--- src/rtl/core/assert_macros.svh ---
// ============================================================================
// Assertion macros
// Shared concurrent assertion forms used by the scheduler RTL. Every check is
// clocked on a rising edge and is switched off while reset is asserted.
// ============================================================================
`ifndef ASSERT_MACROS_SVH
`define ASSERT_MACROS_SVH

// The consequent must hold in the same cycle as the antecedent.
`define ASSERT_IMPLIES(label, clk, rst_n, ante, cons) \
    label: assert property (@(posedge clk) disable iff (!(rst_n)) (ante) |-> (cons)) \
        else $error("implication check failed");

// The consequent must hold in the cycle after the antecedent.
`define ASSERT_NEXT(label, clk, rst_n, ante, cons) \
    label: assert property (@(posedge clk) disable iff (!(rst_n)) (ante) |=> (cons)) \
        else $error("next-cycle check failed");

// The expression must never be true.
`define ASSERT_NEVER(label, clk, rst_n, expr) \
    label: assert property (@(posedge clk) disable iff (!(rst_n)) !(expr)) \
        else $error("forbidden condition seen");

`endif

--- src/rtl/core/rrts_pkg.sv ---
// ============================================================================
// Round robin task scheduler package
// Types, codes and constants shared by the scheduler modules.
// ============================================================================
`default_nettype none

package rrts_pkg;

    localparam int TASK_ID_W = 6;
    localparam int SLICE_W   = 8;

    // Operation codes carried by a request transaction.
    typedef enum logic [2:0] {
        OP_CREATE  = 3'd0,
        OP_BLOCK   = 3'd1,
        OP_UNBLOCK = 3'd2,
        OP_YIELD   = 3'd3,
        OP_PREEMPT = 3'd4,
        OP_EXIT    = 3'd5
    } t_op;

    // Per-task run states.
    typedef enum logic [2:0] {
        TS_RUNNING = 3'd0,
        TS_READY   = 3'd1,
        TS_BLOCKED = 3'd2,
        TS_WAITING = 3'd3,
        TS_HANGING = 3'd4,
        TS_DIED    = 3'd5
    } t_task_state;

    // Status codes returned with each result.
    localparam logic [1:0] STATUS_OK          = 2'd0;
    localparam logic [1:0] STATUS_ILLEGAL     = 2'd1;
    localparam logic [1:0] STATUS_NO_RUNNABLE = 2'd2;

    // Largest legal block kind (hanging).
    localparam logic [1:0] BLOCK_KIND_MAX = 2'd2;

    // Slice values loaded by reset into task 0 and task 1.
    localparam logic [SLICE_W-1:0] TASK0_SLICE = 8'd31;
    localparam logic [SLICE_W-1:0] TASK1_SLICE = 8'd10;

    typedef struct packed {
        logic [2:0]           operation;
        logic [TASK_ID_W-1:0] task_id;
        logic [SLICE_W-1:0]   priority_req;
        logic [1:0]           block_kind;
        logic                 need_schedule;
    } t_sched_req;

    typedef struct packed {
        logic [TASK_ID_W-1:0] running_task;
        logic                 switched;
        logic [SLICE_W-1:0]   slice_ticks;
        logic [1:0]           status_code;
    } t_sched_rsp;

    // Non-link part of one task table entry.
    typedef struct packed {
        t_task_state        state;
        logic [SLICE_W-1:0] prio;
        logic [SLICE_W-1:0] ticks;
        logic               in_queue;
    } t_task_info;

    localparam int TASK_INFO_W = $bits(t_task_info);

    // Sequencer states of the scheduler core.
    typedef enum logic [3:0] {
        S_CLEAR,
        S_IDLE,
        S_OP_RD,
        S_OP_WR,
        S_SCH_RD,
        S_SCH_WR,
        S_IDL_CHK,
        S_IDL_RD,
        S_IDL_WR,
        S_POP_RD,
        S_POP_WR,
        S_FIX_RD,
        S_FIX_WR,
        S_OUT_RD,
        S_OUT
    } t_fsm;

    function automatic logic is_sleeping(input t_task_state s);
        return (s == TS_BLOCKED) || (s == TS_WAITING) || (s == TS_HANGING);
    endfunction

endpackage

`default_nettype wire

--- src/rtl/core/rrts_ram.sv ---
// ============================================================================
// Generic simple dual port RAM
// One write port and one read port with a registered read data output.
// ============================================================================
`default_nettype none

module rrts_ram #(
    parameter int WIDTH = 32,
    parameter int DEPTH = 64
) (
    input  wire logic                     i_clk,
    input  wire logic                     i_we,
    input  wire logic [$clog2(DEPTH)-1:0] i_waddr,
    input  wire logic [WIDTH-1:0]         i_wdata,
    input  wire logic                     i_re,
    input  wire logic [$clog2(DEPTH)-1:0] i_raddr,
    output logic      [WIDTH-1:0]         o_rdata
);

    logic [WIDTH-1:0] r_mem [DEPTH];
    logic [WIDTH-1:0] r_rdata;

    always_ff @(posedge i_clk) begin
        if (i_we) begin
            r_mem[i_waddr] <= i_wdata;
        end
        if (i_re) begin
            r_rdata <= r_mem[i_raddr];
        end
    end

    assign o_rdata = r_rdata;

endmodule

`default_nettype wire

--- src/rtl/core/round_robin_task_scheduler_unit.sv ---
// ============================================================================
// Round robin task scheduler
// Keeps per-task state, slice and ready queue links in one task table RAM and
// runs one scheduling operation per request transaction.
// ============================================================================
//
// Channel      Direction  Handshake                     Payload
// request      in         start high while busy low     i_req (t_sched_req)
// result       out        o_rsp_valid, one cycle        o_rsp (t_sched_rsp)
// idle config  in         i_cfg_we                      i_idle_task
//
// Each entry that an operation updates is read and then written on the single
// task table RAM, so the time from acceptance to the result strobe depends on
// how many entries the operation touches. After reset the block sweeps every
// task table entry with busy high; idle task writes are taken during that
// sweep as at any other time. The result is driven for exactly one cycle and
// cannot be stalled; the next request can be accepted in the cycle the result
// is shown.
//
`default_nettype none

`include "assert_macros.svh"

module round_robin_task_scheduler_unit import rrts_pkg::*; #(
    parameter int NUM_TASKS = 64
) (
    input  wire logic                 i_clk,
    input  wire logic                 i_rst_n,
    input  wire logic                 start,
    output logic                      busy,
    input  wire t_sched_req           i_req,
    output logic                      o_rsp_valid,
    output t_sched_rsp                o_rsp,
    input  wire logic                 i_cfg_we,
    input  wire logic [TASK_ID_W-1:0] i_idle_task
);

    // Task index width, queue count width and RAM word layout:
    // {task info, next link, prev link}.
    localparam int TW   = $clog2(NUM_TASKS);
    localparam int CNTW = $clog2(NUM_TASKS + 1);
    localparam int WW   = TASK_INFO_W + 2 * TW;

    // Sequencer and transaction registers.
    t_fsm            r_state, n_state;
    t_fsm            r_ret, n_ret;
    t_sched_req      r_req, n_req;
    logic [TW-1:0]   r_tgt, n_tgt;
    logic            r_sw, n_sw;
    logic [1:0]      r_status, n_status;

    // Ready queue bookkeeping and the currently running task.
    logic [TW-1:0]   r_cur, n_cur;
    logic [TW-1:0]   r_head, n_head;
    logic [TW-1:0]   r_tail, n_tail;
    logic [CNTW-1:0] r_count, n_count;
    logic [TASK_ID_W-1:0] r_idle;

    // Pending link updates on neighbor entries. Slot 0 is drained first.
    logic [1:0]      r_fix_v, n_fix_v;
    logic [TW-1:0]   r_fix_a [2];
    logic [TW-1:0]   n_fix_a [2];
    logic [1:0]      r_fix_nx, n_fix_nx;
    logic [TW-1:0]   r_fix_d [2];
    logic [TW-1:0]   n_fix_d [2];
    logic            fix_sel;

    // Reset sweep index.
    logic [TW-1:0]   r_clr, n_clr;

    // Result register.
    t_sched_rsp      r_rsp, n_rsp;
    logic            r_rsp_valid, n_rsp_valid;

    // Task table port signals.
    logic            ram_we;
    logic [TW-1:0]   ram_waddr;
    logic [WW-1:0]   ram_wdata;
    logic            ram_re;
    logic [TW-1:0]   ram_raddr;
    logic [WW-1:0]   ram_rdata;

    t_task_info      rd_info;
    logic [TW-1:0]   rd_next;
    logic [TW-1:0]   rd_prev;
    t_task_info      w_info;
    logic [TW-1:0]   w_next;
    logic [TW-1:0]   w_prev;

    logic            tid_in_range;
    logic            idle_in_range;

    rrts_ram #(
        .WIDTH (WW),
        .DEPTH (NUM_TASKS)
    ) u_task_table (
        .i_clk   (i_clk),
        .i_we    (ram_we),
        .i_waddr (ram_waddr),
        .i_wdata (ram_wdata),
        .i_re    (ram_re),
        .i_raddr (ram_raddr),
        .o_rdata (ram_rdata)
    );

    assign rd_info = t_task_info'(ram_rdata[WW-1 -: TASK_INFO_W]);
    assign rd_next = ram_rdata[2*TW-1 -: TW];
    assign rd_prev = ram_rdata[TW-1:0];
    assign ram_wdata = {w_info, w_next, w_prev};

    assign tid_in_range  = int'(i_req.task_id) < NUM_TASKS;
    assign idle_in_range = int'(r_idle) < NUM_TASKS;
    assign fix_sel       = !r_fix_v[0];

    assign busy        = (r_state != S_IDLE);
    assign o_rsp_valid = r_rsp_valid;
    assign o_rsp       = r_rsp;

    // The sequencer never issues a read in a cycle that writes the table, and
    // every read follows the last write, so a read always sees fresh data and
    // no forwarding is needed.
    always_comb begin
        n_state     = r_state;
        n_ret       = r_ret;
        n_req       = r_req;
        n_tgt       = r_tgt;
        n_sw        = r_sw;
        n_status    = r_status;
        n_cur       = r_cur;
        n_head      = r_head;
        n_tail      = r_tail;
        n_count     = r_count;
        n_fix_v     = r_fix_v;
        n_fix_a     = r_fix_a;
        n_fix_nx    = r_fix_nx;
        n_fix_d     = r_fix_d;
        n_clr       = r_clr;
        n_rsp       = r_rsp;
        n_rsp_valid = 1'b0;

        ram_we    = 1'b0;
        ram_waddr = r_tgt;
        ram_re    = 1'b0;
        ram_raddr = r_tgt;
        w_info    = rd_info;
        w_next    = rd_next;
        w_prev    = rd_prev;

        case (r_state)
            // Write the reset contents of one entry per cycle.
            S_CLEAR: begin
                ram_we    = 1'b1;
                ram_waddr = r_clr;
                w_next    = '0;
                w_prev    = '0;
                if (r_clr == '0) begin
                    w_info = '{state: TS_RUNNING, prio: TASK0_SLICE,
                               ticks: TASK0_SLICE, in_queue: 1'b0};
                end else if (r_clr == TW'(1)) begin
                    w_info = '{state: TS_BLOCKED, prio: TASK1_SLICE,
                               ticks: TASK1_SLICE, in_queue: 1'b0};
                end else begin
                    w_info = '{state: TS_DIED, prio: '0, ticks: '0, in_queue: 1'b0};
                end
                n_clr = r_clr + TW'(1);
                if (r_clr == TW'(NUM_TASKS - 1)) begin
                    n_state = S_IDLE;
                end
            end

            // Take a request and pick the entry its checks depend on.
            S_IDLE: begin
                if (start) begin
                    n_req    = i_req;
                    n_sw     = 1'b0;
                    n_status = STATUS_OK;
                    n_fix_v  = '0;
                    case (t_op'(i_req.operation))
                        OP_CREATE, OP_UNBLOCK, OP_EXIT: begin
                            if (tid_in_range) begin
                                n_tgt   = TW'(i_req.task_id);
                                n_state = S_OP_RD;
                            end else begin
                                n_status = STATUS_ILLEGAL;
                                n_state  = S_OUT_RD;
                            end
                        end
                        OP_BLOCK, OP_YIELD: begin
                            n_tgt   = r_cur;
                            n_state = S_OP_RD;
                        end
                        OP_PREEMPT: begin
                            n_state = S_SCH_RD;
                        end
                        default: begin
                            n_status = STATUS_ILLEGAL;
                            n_state  = S_OUT_RD;
                        end
                    endcase
                end
            end

            S_OP_RD: begin
                ram_re    = 1'b1;
                ram_raddr = r_tgt;
                n_state   = S_OP_WR;
            end

            // Check the addressed task and apply the operation to its entry.
            S_OP_WR: begin
                ram_waddr = r_tgt;
                n_ret     = S_OUT_RD;
                n_state   = S_FIX_RD;
                case (t_op'(r_req.operation))
                    OP_CREATE: begin
                        if (rd_info.state != TS_DIED) begin
                            n_status = STATUS_ILLEGAL;
                            n_state  = S_OUT_RD;
                        end else begin
                            ram_we         = 1'b1;
                            w_info.state   = TS_READY;
                            w_info.prio    = r_req.priority_req;
                            w_info.ticks   = r_req.priority_req;
                            w_info.in_queue = 1'b1;
                            w_prev         = r_tail;
                            if (r_count == '0) begin
                                n_head = r_tgt;
                            end else begin
                                n_fix_v[0]  = 1'b1;
                                n_fix_a[0]  = r_tail;
                                n_fix_nx[0] = 1'b1;
                                n_fix_d[0]  = r_tgt;
                            end
                            n_tail  = r_tgt;
                            n_count = r_count + CNTW'(1);
                        end
                    end
                    OP_BLOCK: begin
                        if (rd_info.state != TS_RUNNING ||
                            r_req.block_kind > BLOCK_KIND_MAX) begin
                            n_status = STATUS_ILLEGAL;
                            n_state  = S_OUT_RD;
                        end else begin
                            ram_we       = 1'b1;
                            w_info.state = t_task_state'(3'(TS_BLOCKED) +
                                                         {1'b0, r_req.block_kind});
                            n_state      = S_SCH_RD;
                        end
                    end
                    OP_UNBLOCK: begin
                        if (!is_sleeping(rd_info.state)) begin
                            n_status = STATUS_ILLEGAL;
                            n_state  = S_OUT_RD;
                        end else begin
                            ram_we          = 1'b1;
                            w_info.state    = TS_READY;
                            w_info.in_queue = 1'b1;
                            w_next          = r_head;
                            if (r_count == '0) begin
                                n_tail = r_tgt;
                            end else begin
                                n_fix_v[0]  = 1'b1;
                                n_fix_a[0]  = r_head;
                                n_fix_nx[0] = 1'b0;
                                n_fix_d[0]  = r_tgt;
                            end
                            n_head  = r_tgt;
                            n_count = r_count + CNTW'(1);
                        end
                    end
                    OP_YIELD: begin
                        if (rd_info.state != TS_RUNNING) begin
                            n_status = STATUS_ILLEGAL;
                            n_state  = S_OUT_RD;
                        end else begin
                            ram_we          = 1'b1;
                            w_info.state    = TS_READY;
                            w_info.in_queue = 1'b1;
                            w_prev          = r_tail;
                            if (r_count == '0) begin
                                n_head = r_tgt;
                            end else begin
                                n_fix_v[0]  = 1'b1;
                                n_fix_a[0]  = r_tail;
                                n_fix_nx[0] = 1'b1;
                                n_fix_d[0]  = r_tgt;
                            end
                            n_tail  = r_tgt;
                            n_count = r_count + CNTW'(1);
                            n_ret   = S_SCH_RD;
                        end
                    end
                    OP_EXIT: begin
                        if (rd_info.state == TS_DIED) begin
                            n_status = STATUS_ILLEGAL;
                            n_state  = S_OUT_RD;
                        end else begin
                            ram_we          = 1'b1;
                            w_info.state    = TS_DIED;
                            w_info.in_queue = 1'b0;
                            // Unlink a queued task from both neighbors.
                            if (rd_info.in_queue) begin
                                if (r_head == r_tgt) begin
                                    n_head = rd_next;
                                end else begin
                                    n_fix_v[0]  = 1'b1;
                                    n_fix_a[0]  = rd_prev;
                                    n_fix_nx[0] = 1'b1;
                                    n_fix_d[0]  = rd_next;
                                end
                                if (r_tail == r_tgt) begin
                                    n_tail = rd_prev;
                                end else begin
                                    n_fix_v[1]  = 1'b1;
                                    n_fix_a[1]  = rd_next;
                                    n_fix_nx[1] = 1'b0;
                                    n_fix_d[1]  = rd_prev;
                                end
                                n_count = r_count - CNTW'(1);
                            end
                            if (r_req.need_schedule) begin
                                n_ret = S_SCH_RD;
                            end
                        end
                    end
                    default: begin
                        n_status = STATUS_ILLEGAL;
                        n_state  = S_OUT_RD;
                    end
                endcase
            end

            S_SCH_RD: begin
                ram_re    = 1'b1;
                ram_raddr = r_cur;
                n_state   = S_SCH_WR;
            end

            // A still running current task goes to the tail with a fresh slice.
            S_SCH_WR: begin
                ram_waddr = r_cur;
                if (rd_info.state == TS_RUNNING) begin
                    ram_we          = 1'b1;
                    w_info.state    = TS_READY;
                    w_info.ticks    = rd_info.prio;
                    w_info.in_queue = 1'b1;
                    w_prev          = r_tail;
                    if (r_count == '0) begin
                        n_head = r_cur;
                    end else begin
                        n_fix_v[0]  = 1'b1;
                        n_fix_a[0]  = r_tail;
                        n_fix_nx[0] = 1'b1;
                        n_fix_d[0]  = r_cur;
                    end
                    n_tail  = r_cur;
                    n_count = r_count + CNTW'(1);
                    n_ret   = S_IDL_CHK;
                    n_state = S_FIX_RD;
                end else begin
                    n_state = S_IDL_CHK;
                end
            end

            S_IDL_CHK: begin
                if (r_count != '0) begin
                    n_state = S_POP_RD;
                end else if (idle_in_range) begin
                    n_state = S_IDL_RD;
                end else begin
                    n_status = STATUS_NO_RUNNABLE;
                    n_state  = S_OUT_RD;
                end
            end

            S_IDL_RD: begin
                ram_re    = 1'b1;
                ram_raddr = TW'(r_idle);
                n_state   = S_IDL_WR;
            end

            // The queue is empty here, so a sleeping idle task becomes the only entry.
            S_IDL_WR: begin
                ram_waddr = TW'(r_idle);
                if (is_sleeping(rd_info.state)) begin
                    ram_we          = 1'b1;
                    w_info.state    = TS_READY;
                    w_info.in_queue = 1'b1;
                    w_next          = r_head;
                    n_head          = TW'(r_idle);
                    n_tail          = TW'(r_idle);
                    n_count         = r_count + CNTW'(1);
                    n_state         = S_POP_RD;
                end else begin
                    n_status = STATUS_NO_RUNNABLE;
                    n_state  = S_OUT_RD;
                end
            end

            S_POP_RD: begin
                ram_re    = 1'b1;
                ram_raddr = r_head;
                n_state   = S_POP_WR;
            end

            // Dispatch the head of the queue.
            S_POP_WR: begin
                ram_we          = 1'b1;
                ram_waddr       = r_head;
                w_info.state    = TS_RUNNING;
                w_info.in_queue = 1'b0;
                n_head          = rd_next;
                if (r_tail == r_head) begin
                    n_tail = rd_prev;
                end else begin
                    n_fix_v[0]  = 1'b1;
                    n_fix_a[0]  = rd_next;
                    n_fix_nx[0] = 1'b0;
                    n_fix_d[0]  = rd_prev;
                end
                n_count = r_count - CNTW'(1);
                n_cur   = r_head;
                n_sw    = 1'b1;
                n_ret   = S_OUT_RD;
                n_state = S_FIX_RD;
            end

            S_FIX_RD: begin
                if (|r_fix_v) begin
                    ram_re    = 1'b1;
                    ram_raddr = r_fix_a[fix_sel];
                    n_state   = S_FIX_WR;
                end else begin
                    n_state = r_ret;
                end
            end

            S_FIX_WR: begin
                ram_we    = 1'b1;
                ram_waddr = r_fix_a[fix_sel];
                if (r_fix_nx[fix_sel]) begin
                    w_next = r_fix_d[fix_sel];
                end else begin
                    w_prev = r_fix_d[fix_sel];
                end
                n_fix_v[fix_sel] = 1'b0;
                n_state          = S_FIX_RD;
            end

            S_OUT_RD: begin
                ram_re    = 1'b1;
                ram_raddr = r_cur;
                n_state   = S_OUT;
            end

            S_OUT: begin
                n_rsp.running_task = TASK_ID_W'(r_cur);
                n_rsp.switched     = r_sw;
                n_rsp.slice_ticks  = rd_info.ticks;
                n_rsp.status_code  = r_status;
                n_rsp_valid        = 1'b1;
                n_state            = S_IDLE;
            end

            default: begin
                n_state = S_IDLE;
            end
        endcase
    end

    // Control state.
    always_ff @(posedge i_clk) begin
        if (!i_rst_n) begin
            r_state     <= S_CLEAR;
            r_ret       <= S_OUT_RD;
            r_sw        <= 1'b0;
            r_status    <= STATUS_OK;
            r_cur       <= '0;
            r_head      <= '0;
            r_tail      <= '0;
            r_count     <= '0;
            r_idle      <= TASK_ID_W'(1);
            r_fix_v     <= '0;
            r_clr       <= '0;
            r_rsp_valid <= 1'b0;
        end else begin
            r_state     <= n_state;
            r_ret       <= n_ret;
            r_sw        <= n_sw;
            r_status    <= n_status;
            r_cur       <= n_cur;
            r_head      <= n_head;
            r_tail      <= n_tail;
            r_count     <= n_count;
            r_fix_v     <= n_fix_v;
            r_clr       <= n_clr;
            r_rsp_valid <= n_rsp_valid;
            if (i_cfg_we) begin
                r_idle <= i_idle_task;
            end
        end
    end

    // Payload registers.
    always_ff @(posedge i_clk) begin
        r_req    <= n_req;
        r_tgt    <= n_tgt;
        r_fix_a  <= n_fix_a;
        r_fix_nx <= n_fix_nx;
        r_fix_d  <= n_fix_d;
        r_rsp    <= n_rsp;
    end

    // A read and a write of the task table never share a cycle.
    `ASSERT_NEVER(a_no_table_rw_overlap, i_clk, i_rst_n, ram_we && ram_re)
    // An accepted request keeps the block busy in the following cycle.
    `ASSERT_NEXT(a_busy_after_accept, i_clk, i_rst_n, start && !busy, busy)
    // A result strobe only follows the result read of the running task.
    `ASSERT_IMPLIES(a_rsp_after_out, i_clk, i_rst_n, o_rsp_valid, $past(r_state == S_OUT))
    // A dispatch is always reported with an ok status.
    `ASSERT_IMPLIES(a_switch_is_ok, i_clk, i_rst_n, o_rsp_valid && o_rsp.switched,
                    o_rsp.status_code == STATUS_OK)
    // The ready queue never holds more entries than there are tasks.
    `ASSERT_NEVER(a_count_bound, i_clk, i_rst_n, int'(r_count) > NUM_TASKS)

endmodule

`default_nettype wire

--- config.mk ---
export PLATFORM = sky130hd
export DESIGN_NAME = round_robin_task_scheduler_unit
export DESIGN_NICKNAME = d
export VERILOG_FILES = /design/src/rtl/core/rrts_pkg.sv /design/src/rtl/core/rrts_ram.sv /design/src/rtl/core/round_robin_task_scheduler_unit.sv
export VERILOG_INCLUDE_DIRS = /design/src /design/src/rtl/core
export SDC_FILE = /design/constraint.sdc
export NUM_CORES = 2
export LEC_CHECK = 0
export BUFFER_PORTS_ARGS = -buffer_cell sky130_fd_sc_hd__buf_2
export CAP_MARGIN = 0
export CORE_AREA = 2 2 424 426
export DETAILED_ROUTE_END_ITERATION = 8
export DIE_AREA = 0 0 426 428
export GPL_TIMING_DRIVEN = 1
export PLACE_DENSITY = 0.67
export SETUP_SLACK_MARGIN = 0.02
export SLEW_MARGIN = 20
export SYNTH_ARGS = -nofsm -noshare
export SYNTH_HDL_FRONTEND = slang
export SYNTH_SLANG_ARGS = --single-unit
export TNS_END_PERCENT = 50
--- constraint.sdc ---
create_clock -name i_clk -period 8.7 [get_ports i_clk]
set_input_delay 0 -clock i_clk [delete_from_list [all_inputs] [get_ports i_clk]]
set_output_delay 0 -clock i_clk [all_outputs]
set_load 0.1 [all_outputs]
==> out/metrics.yaml <==
run_status:
  run_status: "finished, final reports clean"
detailed_routing:
  drt-initial-drc-count: 10100
  vias: 58700
  routedWlPerCell_um: 31.0
  via_per_inst: 6.54
  first_pass_iters: 8
  drtAntennaViolNets: 0
  drc: 0
  wirelength_mm: 279
sta:
  slew_violations: 0
  fmax_ghz: 0.165
  rsz0062_at_grt: "false"
  hold_viol_final: 0
  period_share_pct: 69.9
  setup_viol: 0
  skew_ps: 64.2
  fin_tns_setup_ps: 0
  holdWs_ps: 95.4
  slew_headroom_pct: 15.8
  tightest_slew_ps: 1260
  worst_slack_ps: 2620
  fin_crit_ps: 6080
synth:
  synth.distinct_cells: 71
  yosysTopAreaCellShare_pct: 72.6
  synth-edff-count: 2142
  async_reset_ff_share_pct: 0
  syn_avg_cell_area_um2: 13.9
  synth_sequential_area_ratio_pct: 73.7
  yosysMostFrequentCell: "edfxtp_1"
  synthTopCellsByCount: "edfxtp_1 (2142), nand2_1 (1471), nand3_1 (286)"
  synth.area.top_cells: "edfxtp_1 (73%), nand2_1 (6.2%), mux2i_1 (2.3%)"
  syn-cell-area_mm2: 0.0886
  syn-num-nets: 6395
  synth-seq-cells: 2191
  yosys.area.top_type: "edfxtp_1"
  synthFlopType: "edfxtp_1"
  yosysWarnings: 0
  synthCells: 6359
cells_and_area:
  register_area_mm2: 0.0653
  drive_gt1_share_pct: 11.0
  fillers: 13800
  final_util_pct: 56.1
  multi_input_area_mm2: 0.0222
  layoutNonFillerInstCount: 8980
  area_growth_pct: 12.6
  final_nets: 6479
cts:
  cts_buffers: 211
  clock_latency_ps: 870
  cts.repair.resized: 0
  clk_path_buf_depth: 3
  cts.htree.levels: 4
  cts.clk_slew.worst_paths_ps: 60
  clockRootBuffer: "clkbuf_16"
  clock-sinks: 2191
  cts_tree: "done"
pwr:
  pwr-share-seq_pct: 55.7
  comb_power_share_pct: 2.1
  power.switching_mw: 4.35
  peakVddDrop_mv: 0.185
  powerDensity_mw_per_mm2: 211
  p_sw_share_pct: 20.7
  power.leakage_nw: 33.5
  power.internal_mw: 16.7
  pwr-share-clk_pct: 42.2
setup_path:
  worst_ep_required_time_ps: 9260
  end_kind: "flop"
  max_stage_delay_ps: 1030
  crit_arrival_ps: 6630
  crit_type: "flop to flop"
  crit_chain: "buf_4 -> nor2b_1 -> nor3_2 -> a222oi_1 -> nand2_8 -> buf_12 -> nand2_2 -> buf_4 -> a21oi_1 -> a2111o_1 -> a2bb2oi_1 -> nor3_1"
  crit_path_start_kind: "flop"
  cpMostUsedCell: "buf_4"
  path_max_fanout: 73
  cp_slowest_cell: "a2bb2oi_1"
placement:
  gp_congestion: 0.948
  dp_slack_ps: 2940
  placed_cells: 8522
  hpwl_mm: 155
  io_buffer_count: 48
floorplanning:
  start_util_pct: 49.9
  rows: 155
  die_y_um: 428
  core_area_mm2: 0.178
  io-pin-count: 49
  dieWidth_um: 426
  dieArea_mm2: 0.182
global_routing:
  track_usage_pct: 30.1
  grt_max_degree: 122
  grt_pass1_wl_mm: 397
  grt_overflow: 0
  grt_pass1_vias: 56000
  antenna_found_initial: 15
run:
  maxCapViolCount: 0
worst_hold_path:
  hp-class: "input port to flop"
path summary, 6_finish.rpt:
path               startpoint                        to  slack [ps]  cells after the start
setup / recovery   r_state[0]  u_task_table.o_rdata[26]        2620                     12
hold / removal        i_rst_n                r_state[2]         100                      4
setup reg to reg   r_state[0]  u_task_table.o_rdata[26]        2620                     12
hold reg to reg   r_status[1]                  o_rsp[1]         440                      0
repair_timing:
item | 4_1_cts | 5_1_grt
buffers inserted | 0 | 0
endpoints found under the hold margin | 85 | 0
hold buffers | 63 | 0
setup endpoints to repair | 0 | 0
sequential cells by signal, indices dropped and copies added, names as in the netlist, 2 cells and up:
name	flops
r_fix_v	2
r_tail	6
r_status	2
o_rsp	17
r_clr	6
r_fix_d	12
r_state	4
r_count	7
r_head	6
r_req	14
r_tgt	6
u_task_table.o_rdata	32
u_task_table.r_mem	2048
r_fix_a	12
r_cur	6
r_ret	2
r_idle	6
critical path: cells and delay by family, from the launching register on:
kind	cells	cell delay [ps]
and+or+nand+nor	5	1540
buffers and inverters	3	1190
AOI/OAI and AO/OA	4	2540
DFF	1	300
area by class of cell:
class                   instances  area share [%]
clock inverters               118            1.03
inverters                      23          0.0878
well taps                    2355            2.95
clock buffers                 273            5.61
multi-input cells            3702            22.2
repair buffers                314            2.62
diodes                          4          0.0100
flip-flops and latches       2191            65.5
power groups by stage:
stage | Combinational [mW] | Clock [mW] | Sequential, mW
3_3_place_gp | 0.387 | 0 | 11.9
4_1_cts | 0.423 | 8.92 | 11.7
5_1_grt | 0.451 | 9.33 | 11.7
2_1_floorplan | 0.166 | 0 | 11.9
6_report | 0.434 | 8.87 | 11.7
3_5_place_dp | 0.400 | 0 | 11.9
through the flow:
| stage | power (mW) | instance area (um^2) |
|---|---|---|
| after CTS | 21.1 | 99700 |
| final | 21.0 | 99700 |
| after global placement | 12.3 | 92400 |
| after floorplan | 12.1 | 88600 |
| after detailed placement | 12.3 | 92500 |
| after global routing | 21.5 | 99700 |
metal layers:
metal | vias up | GRT usage [%] | routed length [um]
li1 | 24500 | - | -
met1 | 29300 | 42.1 | 104000
met2 | 4263 | 44.8 | 124000
met5 | - | 0 | 81
met4 | 10 | 13.8 | 14000
met3 | 663 | 7.32 | 36500
layout by cell type, fill, tap and decap left out, types with 24 or more instances in the layout:
master / Yosys / final
nand2_1: 1471 / 1461
dlygate4sd3_1: 0 / 63
a32oi_1: 50 / 50
a31oi_1: 211 / 210
clkinv_1: 1 / 53
nor2_1: 194 / 114
buf_4: 18 / 185
a211oi_1: 83 / 83
clkinv_2: 0 / 32
a21oi_1: 171 / 171
a311oi_1: 51 / 51
dfxtp_1: 49 / 49
clkbuf_1: 282 / 57
clkbuf_16: 0 / 214
nand3_1: 286 / 285
mux2i_1: 208 / 208
o21ai_0: 84 / 84
nor2_4: 1 / 70
a2111oi_0: 55 / 55
o221ai_1: 35 / 29
o211ai_1: 36 / 36
mux4_2: 41 / 41
and3_1: 236 / 236
a211o_1: 24 / 24
edfxtp_1: 2142 / 2142
buf_2: 102 / 48
a22oi_1: 42 / 42
o22ai_1: 38 / 38
nor3_1: 39 / 39
cell families (layout without fill, tap and decap cells):
family,count (synthesis),after routing,synth area share [%]
and+or+nand+nor,2312,2312,11.2
DFF,2191,2191,73.7
AOI/OAI and AO/OA,1083,1083,8.83
buffers and inverters,466,728,2.22
muxes,264,264,3.58
xor gates and xnor gates,37,37,0.366
adders and majority gates,6,6,0.0847
other,0,4,0
Power figures use the tool's default switching activity.
